**config.mk**
```make
export PLATFORM = sky130hd
export DESIGN_NAME = set_assoc_lru_cache_tag_model_core
export DESIGN_NICKNAME = d
export VERILOG_FILES = /design/src/salru_pkg.sv /design/src/set_assoc_lru_cache_tag_model_core.sv
export SDC_FILE = /design/constraint.sdc
export NUM_CORES = 1
export LEC_CHECK = 0
export BUFFER_PORTS_ARGS = -buffer_cell sky130_fd_sc_hd__buf_2
export CAP_MARGIN = 20
export CORE_UTILIZATION = 45
export DETAILED_ROUTE_END_ITERATION = 10
export GPL_TIMING_DRIVEN = 0
export PLACE_DENSITY = 0.69
export SLEW_MARGIN = 20
export SYNTH_ARGS = -nofsm -noshare
export SYNTH_HDL_FRONTEND = slang
export SYNTH_SLANG_ARGS = --single-unit
```
**constraint.sdc**
```tcl
create_clock -name clk_i -period 7.9 [get_ports clk_i]
set_input_delay 1.58 -clock clk_i [delete_from_list [all_inputs] [get_ports clk_i]]
set_output_delay 1.58 -clock clk_i [all_outputs]
set_load 0.005 [all_outputs]
```
**src/salru_pkg.sv**
```systemverilog
// Shared constants and types for the set-associative LRU tag store.
// Holds the geometry defaults, the stream widths and the control state type.
// No dependencies.
package salru_pkg;

  localparam int unsigned LINE_SIZE    = 64;
  localparam int unsigned SET_COUNT    = 8;
  localparam int unsigned WAY_COUNT    = 4;
  localparam int unsigned ADDRESS_BITS = 32;

  localparam int unsigned IN_DATA_W  = 32;
  localparam int unsigned OUT_DATA_W = 8;

  typedef enum logic [1:0] {
    ST_CLEAR,
    ST_IDLE,
    ST_LOOKUP
  } state_e;

endpackage

```
**src/set_assoc_lru_cache_tag_model_core.sv**
```systemverilog
// Tag store of a set-associative cache with least-recently-used replacement.
// Depends on salru_pkg for the geometry defaults, stream widths and state type.
// Usage:
//   The slave stream carries one byte address per beat; the master stream
//   returns one beat per access whose bit 0 is set on a hit and cleared on a
//   miss, in which case the line has been filled into the set.
//   Each set is one row of a synchronous memory holding the valid bits, tags
//   and recency ranks of all its ways. An accepted beat reads its row; the
//   lookup state then compares every way in parallel, updates the ranks and
//   writes the row back while loading the result register.
//   The block takes no new address until the read and write-back of the set
//   row through the single memory port pair are done.
//   After reset the block sweeps the memory one row per cycle, clearing the
//   valid bits and ranking the ways by index; tready stays low during that
//   sweep.
//   A result waits in its register while the receiver stalls; one further
//   address is still taken and its lookup waits until the result is taken.
//   LINE_SIZE and SET_COUNT must be powers of two.
module set_assoc_lru_cache_tag_model_core #(
  parameter int unsigned LINE_SIZE    = salru_pkg::LINE_SIZE,
  parameter int unsigned SET_COUNT    = salru_pkg::SET_COUNT,
  parameter int unsigned WAY_COUNT    = salru_pkg::WAY_COUNT,
  parameter int unsigned ADDRESS_BITS = salru_pkg::ADDRESS_BITS
) (
  input  logic                             clk_i,
  input  logic                             rst_ni,
  input  logic                             s_axis_tvalid_i,
  output logic                             s_axis_tready_o,
  input  logic [salru_pkg::IN_DATA_W-1:0]  s_axis_tdata_i,  // [31:0] byte_address
  output logic                             m_axis_tvalid_o,
  input  logic                             m_axis_tready_i,
  output logic [salru_pkg::OUT_DATA_W-1:0] m_axis_tdata_o   // [0] hit, [7:1] zero
);

  localparam int unsigned AB_EFF   = (ADDRESS_BITS < salru_pkg::IN_DATA_W) ?
                                     ADDRESS_BITS : salru_pkg::IN_DATA_W;
  localparam int unsigned OFF_W    = $clog2(LINE_SIZE);
  localparam int unsigned SET_BITS = $clog2(SET_COUNT);
  localparam int unsigned SET_W    = (SET_BITS > 0) ? SET_BITS : 1;
  localparam int unsigned TAG_RAW  = AB_EFF - OFF_W - SET_BITS;
  localparam int unsigned TAG_W    = (AB_EFF > OFF_W + SET_BITS) ? TAG_RAW : 1;
  localparam int unsigned RANK_W   = (WAY_COUNT > 1) ? $clog2(WAY_COUNT) : 1;
  localparam logic [RANK_W-1:0] RANK_LRU = RANK_W'(WAY_COUNT - 1);
  localparam logic [SET_W-1:0]  SET_LAST = SET_W'(SET_COUNT - 1);

  typedef struct packed {
    logic [WAY_COUNT-1:0]             valid;
    logic [WAY_COUNT-1:0][TAG_W-1:0]  tag;
    logic [WAY_COUNT-1:0][RANK_W-1:0] rank;
  } row_t;

  salru_pkg::state_e state_q, state_d;

  row_t              mem_q [SET_COUNT];
  row_t              rd_row_q;
  row_t              wr_row;
  row_t              upd_row;
  row_t              clr_row;
  logic [SET_W-1:0]  clr_q, clr_d;
  logic [SET_W-1:0]  set_q;
  logic [TAG_W-1:0]  tag_q;
  logic [SET_W-1:0]  in_set;
  logic [TAG_W-1:0]  in_tag;
  logic [SET_W-1:0]  wr_addr;
  logic              wr_en;
  logic              rd_en;
  logic              out_load;
  logic              out_valid_q, out_valid_d;
  logic              hit_q;

  logic [WAY_COUNT-1:0] hit_vec;
  logic                 hit;
  logic [RANK_W-1:0]    hit_way;
  logic                 inv_found;
  logic [RANK_W-1:0]    inv_way;
  logic [RANK_W-1:0]    lru_way;
  logic [RANK_W-1:0]    target;
  logic [RANK_W-1:0]    old_rank;

  assign in_set = (SET_BITS > 0) ? s_axis_tdata_i[OFF_W +: SET_W] : '0;
  assign in_tag = (AB_EFF > OFF_W + SET_BITS) ?
                  s_axis_tdata_i[OFF_W + SET_BITS +: TAG_W] : '0;

  always_comb begin
    hit_vec   = '0;
    hit_way   = '0;
    inv_found = 1'b0;
    inv_way   = '0;
    lru_way   = '0;
    for (int unsigned w = 0; w < WAY_COUNT; w++) begin
      hit_vec[w] = rd_row_q.valid[w] && (rd_row_q.tag[w] == tag_q);
      if (hit_vec[w]) begin
        hit_way = RANK_W'(w);
      end
      if (!rd_row_q.valid[w] && !inv_found) begin
        inv_found = 1'b1;
        inv_way   = RANK_W'(w);
      end
      if (rd_row_q.rank[w] == RANK_LRU) begin
        lru_way = RANK_W'(w);
      end
    end
    hit = |hit_vec;
    if (hit) begin
      target = hit_way;
    end else if (inv_found) begin
      target = inv_way;
    end else begin
      target = lru_way;
    end
    old_rank = rd_row_q.rank[target];
    upd_row  = rd_row_q;
    for (int unsigned w = 0; w < WAY_COUNT; w++) begin
      if (RANK_W'(w) == target) begin
        upd_row.valid[w] = 1'b1;
        upd_row.tag[w]   = tag_q;
        upd_row.rank[w]  = '0;
      end else if (rd_row_q.rank[w] < old_rank) begin
        upd_row.rank[w] = rd_row_q.rank[w] + RANK_W'(1);
      end
    end
  end

  always_comb begin
    clr_row       = '0;
    for (int unsigned w = 0; w < WAY_COUNT; w++) begin
      clr_row.rank[w] = RANK_W'(w);
    end
  end

  always_comb begin
    state_d         = state_q;
    clr_d           = clr_q;
    out_valid_d     = out_valid_q;
    s_axis_tready_o = 1'b0;
    rd_en           = 1'b0;
    wr_en           = 1'b0;
    out_load        = 1'b0;
    wr_addr         = set_q;
    wr_row          = upd_row;
    if (out_valid_q && m_axis_tready_i) begin
      out_valid_d = 1'b0;
    end
    case (state_q)
      salru_pkg::ST_CLEAR: begin
        wr_en   = 1'b1;
        wr_addr = clr_q;
        wr_row  = clr_row;
        if (clr_q == SET_LAST) begin
          state_d = salru_pkg::ST_IDLE;
        end else begin
          clr_d = clr_q + SET_W'(1);
        end
      end
      salru_pkg::ST_IDLE: begin
        s_axis_tready_o = 1'b1;
        if (s_axis_tvalid_i) begin
          rd_en   = 1'b1;
          state_d = salru_pkg::ST_LOOKUP;
        end
      end
      salru_pkg::ST_LOOKUP: begin
        if (!out_valid_q || m_axis_tready_i) begin
          wr_en       = 1'b1;
          out_load    = 1'b1;
          out_valid_d = 1'b1;
          state_d     = salru_pkg::ST_IDLE;
        end
      end
      default: begin
        state_d = salru_pkg::ST_CLEAR;
      end
    endcase
  end

  always_ff @(posedge clk_i or negedge rst_ni) begin
    if (!rst_ni) begin
      state_q     <= salru_pkg::ST_CLEAR;
      clr_q       <= '0;
      out_valid_q <= 1'b0;
    end else begin
      state_q     <= state_d;
      clr_q       <= clr_d;
      out_valid_q <= out_valid_d;
    end
  end

  always_ff @(posedge clk_i) begin
    if (rd_en) begin
      set_q    <= in_set;
      tag_q    <= in_tag;
      rd_row_q <= mem_q[in_set];
    end
    if (wr_en) begin
      mem_q[wr_addr] <= wr_row;
    end
    if (out_load) begin
      hit_q <= hit;
    end
  end

  assign m_axis_tvalid_o = out_valid_q;
  assign m_axis_tdata_o  = {{(salru_pkg::OUT_DATA_W - 1){1'b0}}, hit_q};

endmodule
```
; ---- Yosys cells after proc, flatten, opt, wreduce, memory -nomap -nowiden
; Memories as Yosys holds them, arrays and structs flattened. A register that Yosys moved wholly into a read port is not among the register bits.
; Index checks and enable logic that the tools add are counted.
; W data, S select, Z words.
[word_totals]
elab_cells = 104
ram_bits = 832
register_bits = 33
mem_bits_ro = 0
out_inout_bits = 10
n_memories = 1
latchBits = 0
[op_classes]
n_mux = 50
n_reduce_logical = 20
eq_ne = 16
bitwise = 1
order_cmp = 5
n_mul = 0
shifts = 0
addsub = 5
n_div = 0
[memory_table]
columns = memory, words, word_bits, rd, rd_clocked_by_memory_dff, wr, line
row1 = mem_q, 8, 104, 1, 1, 1, set_assoc_lru_cache_tag_model_core.sv:54  ; row_t mem_q [SET_COUNT];
[ops]
columns = cell, count
row1 = $mux W104, 1
row2 = $eq A23 B23 Y1, 4
row3 = $mux W23, 4
row4 = $mux W2, 20
row5 = $mux W1, 21
row6 = $add A2 B1 Y2 const B, 4
row7 = $eq A2 B2 Y1 const B, 4
row8 = $logic_and A1 B1 Y1, 8
row9 = $lt A2 B2 Y1, 4
row10 = $logic_not A1 Y1, 6
row11 = $ne A2 B2 Y1 const B, 3
row12 = $pmux W2 S3, 1
row13 = $bmux W2 S2, 1
row14 = $eq A2 B2 Y1 const A, 2
row15 = $logic_not A2 Y1, 2
row16 = $reduce_or A4 Y1, 1
row17 = $add A3 B1 Y3 const B, 1
row18 = $eq A3 B3 Y1 const B, 1
row19 = $lt A2 B3 Y1 const B, 1
row20 = $mux W3, 1
row21 = $reduce_and A3 Y1, 1
row22 = $eq A1 B2 Y1 const A, 1
row23 = $eq A2 B1 Y1 const B, 1
row24 = $pmux W1 S2, 1
row25 = 3 further kinds, 3

; ---- Longest topological paths before layout
[depth]
word_depth = 17
mapped_depth = 15
mapped_depth_nobuf = 14

; ---- Worst setup path after synthesis
; No wires, ideal clock.
[synth_timing]
path_kind = input port to flip-flop
startpoint = input port m_axis_tready_i
endpoint = memory mem_q[0][0] in the netlist's numbering, enable pin
slack_ns = 0.905
stages = 5
t_arrival_ns = 6.427
required_time_ns = 7.332
path_cell_list = nor2b_1 -> nor2_1 -> a21oi_1 -> or2_2 -> nor2_1
[synth_via]
elab_chain_len = 5
[synth_lines]
columns = item, line
row1 = start: declaration, set_assoc_lru_cache_tag_model_core.sv:31  ; input logic m_axis_tready_i,
row2 = $logic_or A1 B1 Y1, set_assoc_lru_cache_tag_model_core.sv:163  ; if (!out_valid_q || m_axis_tready_i) begin
row3 = $mux W1, set_assoc_lru_cache_tag_model_core.sv:163
row4 = $pmux W1 S2, set_assoc_lru_cache_tag_model_core.sv:144  ; case (state_q)
row5 = $mux W1, set_assoc_lru_cache_tag_model_core.sv:194  ; if (wr_en) begin
row6 = $mux W1 (implied by the code), set_assoc_lru_cache_tag_model_core.sv:195  ; mem_q[wr_addr] <= wr_row;
row7 = end: declaration, set_assoc_lru_cache_tag_model_core.sv:54
; No other way between the ends.

==> run summary <==
Clock Skews: 25.7 ps
GR Util met2: 34.2%
core area: 85400 um2
TritonRoute pass-1 iters: 5
R2R setup slack: 2630 ps
I/O Pins: 46
dominant cell type by area after synthesis: edfxtp_1
Main synth FF type: edfxtp_1
Resize count post-CTS: 0
r2r startpoint: tag_q[10]
Util after Layout: 52.6%
Hold Vio Cnt, Final: 0
CP Data Required Time: 8200 ps
distinct cell type count after synthesis: 61
Worst Path Max Fanout: 8
crit path to: mem_q[7][5]
R2R cell count: 13
crit path DAT: 5570 ps
Synth async-reset ratio: 0.619%
drc violations: 0
global routing's busiest layer: met2
Clk pin slew, worst setup/hold paths: 60 ps
hpwl dp: 56700 um
placed insts: 3106
synth top area cells: edfxtp_1, mux4_2, mux2_2
Worst setup SP type: flip-flop
Place WS: 2760 ps
CTS max path bufs: 3
layout cell share with drive strength beyond 1: 28.5%
clock tree root driver cell: clkbuf_16
number of synthesized flops with an enable pin: 963
fin crit share: 66.7%
worst-margin pin slew: 1200 ps
synthesized instance count: 1868
row cnt: 107
Yosys Warn Count: 0
Crit Path Class: flip-flop to flip-flop
port bufs: 32
Seq/Total Area, Yosys: 74.7%
max-slew violations: 0
Die X-Extent: 296 um
Clk Latency, worst-skew pair: 660 ps
Fmax: 190 MHz
worst min path class: flip-flop to flip-flop
synthesized flop and latch total: 969
met3 Use GR: 4.05%
count leader, synth: edfxtp_1
drt total wl: 91500 um
Post-synth top cells: edfxtp_1, mux4_2, nor2_1, mux2_2, mux2i_1
final setup margin: 2630 ps
Setup Fix Bufs, Post-CTS: 0
Die Ht: 296 um
post-route insts no fill: 3282
Relative slew margins: 19.9%
Worst Setup End Kind: flip-flop
wire length per cell: 27.9 um
P&R area growth vs syn: 15.5%
post-cts hold buffer count: 0
Clock Sinks: 969
Starting Density: 45.5%
global-route congestion overflow total: 0
Setup TNS: 0 ps
Final Net Count: 2106
largest net degree at the start of global routing: 43
drt first-iter violations: 2293
vias in the first global route: 19.9k
CTS Buf Count: 95
Fillers: 6514
Post-DRT Antenna Nets: 0
vias per inst: 5.87
post-layout min period: 5270 ps
TritonCTS clock tree: done
worst vdd ir: 0.232 mV
total power divided by cell area: 345 nW/um2
P_leak: 14.7 nW
Placer Congestion: 0.838
synthesized area per cell: 20.8 um2
H-Tree Depth: 3
final setup violation count: 0
total die area: 87600 um2
post-synth top area share: 74.3%
Post-Syn Area: 38900 um2
RSZ-0062 raised after global routing: no
first-pass GRT wire length: 133000 um
FF-to-FF End: mem_q[7][5]
DR vias: 19.3k
initial antenna violation count: 1
Critical path origin: tag_q[10]
status: complete, no violations
Max Cap Viol: 0
grt met1 use: 28.6%
Total GRT Usage: 21.1%
-- worst max-delay path, cell delays in order, from the launching register on --
cell,delay [ps]
edfxtp_1,380
buf_2,300
xor2_1,230
nor4_1,370
nand4_1,320
or3_4,450
and3_4,190
nor2_1,200
mux2_2,360
o21ai_0,470
ha_1,340
nor4_1,100
or3_1,370
o311ai_1,840
-- layout make-up --
type / instances / area (um2) / area share [%]
clock inverters: 53 / 380 / 0.847
flip-flops and latches: 969 / 29100 / 64.7
inverters: 12 / 45.0 / 0.100
repair buffers: 90 / 1570 / 3.50
plain buffers: 113 / 607 / 1.35
well taps: 1144 / 1430 / 3.19
multi-input cells: 780 / 9270 / 20.6
diodes: 1 / 2.50 / 0.00557
clock buffers: 120 / 2560 / 5.69
-- worst min path at each step --
| stage | cells after the start | to | from |
|---|---|---|---|
| global route | 1 | clr_q[0] | clr_q[0] |
| global placement | 2 | m_axis_tvalid_o | m_axis_tvalid_o |
| detailed placement | 1 | clr_q[0] | clr_q[0] |
| CTS | 1 | clr_q[0] | clr_q[0] |
| finish | 1 | clr_q[0] | clr_q[0] |
| floorplan | 1 | clr_q[0] | clr_q[0] |
-- kinds of logic after synthesis --
family,Yosys count,synth area share (%)
flip-flops,969,74.7
AND/OR/NAND/NOR,216,2.78
adder cells (fa/ha/maj),9,0.290
other,1,0.00964
AO/OA/AOI/OAI,49,0.962
multiplexers,405,17.5
XOR/XNOR,94,2.12
buffers and inverters,125,1.66
-- cells in the final DEF, fill, tap and decap left out, drive strengths merged, types with 3 or more instances in the layout --
cell / n
buf: 147
or3: 7
mux2: 105
a21oi: 8
mux2i: 92
edfxtp: 963
a2111oi: 4
o211ai: 3
clkinv: 44
nand2: 10
bufinv: 5
nor4: 32
inv: 15
a31oi: 5
nor2b: 5
clkbuf: 176
xor2: 71
xnor2: 23
nand4b: 3
ha: 9
conb: 7
nand3: 11
dfrtp: 6
o21ai: 10
o31ai: 5
nor2: 118
o311ai: 3
nand4: 11
mux4: 208
nand2b: 4
and2: 3
-- per-layer routing --
metal | up-vias | wire [um]
li1 | 8026 | -
met1 | 10200 | 36500
met2 | 901 | 44300
met3 | 145 | 7710
met4 | 0 | 3070
met5 | - | 0
-- registers in the layout, summed over array words and instances, names as in the netlist --
signal / cells
hit_q: 1
clr_q: 3
mem_q: 832
tag_q: 23
m_axis_tvalid_o: 1
state_q: 2
set_q: 3
rd_row_q: 104
-- per-stage QoR --
stage	hold WS (ps)	total power, mW	instance area [um2]
6_report	534	15.5	44900
2_1_floorplan	490	9.76	38900
5_1_grt	556	16.0	44900
3_5_place_dp	526	11.3	42000
3_3_place_gp	494	11.0	40500
4_1_cts	533	15.6	44900
-- report_power, final --
| part | total (mW) | leakage [nW] | switching (mW) | internal (mW) |
|---|---|---|---|---|
| clock | 4.31 | 1.45 | 1.86 | 2.44 |
| sequential | 7.83 | 9.03 | 0.326 | 7.50 |
| combinational | 3.37 | 4.26 | 2.09 | 1.28 |
| total | 15.5 | 14.7 | 4.28 | 11.2 |
Power figures use the tool's default switching activity.
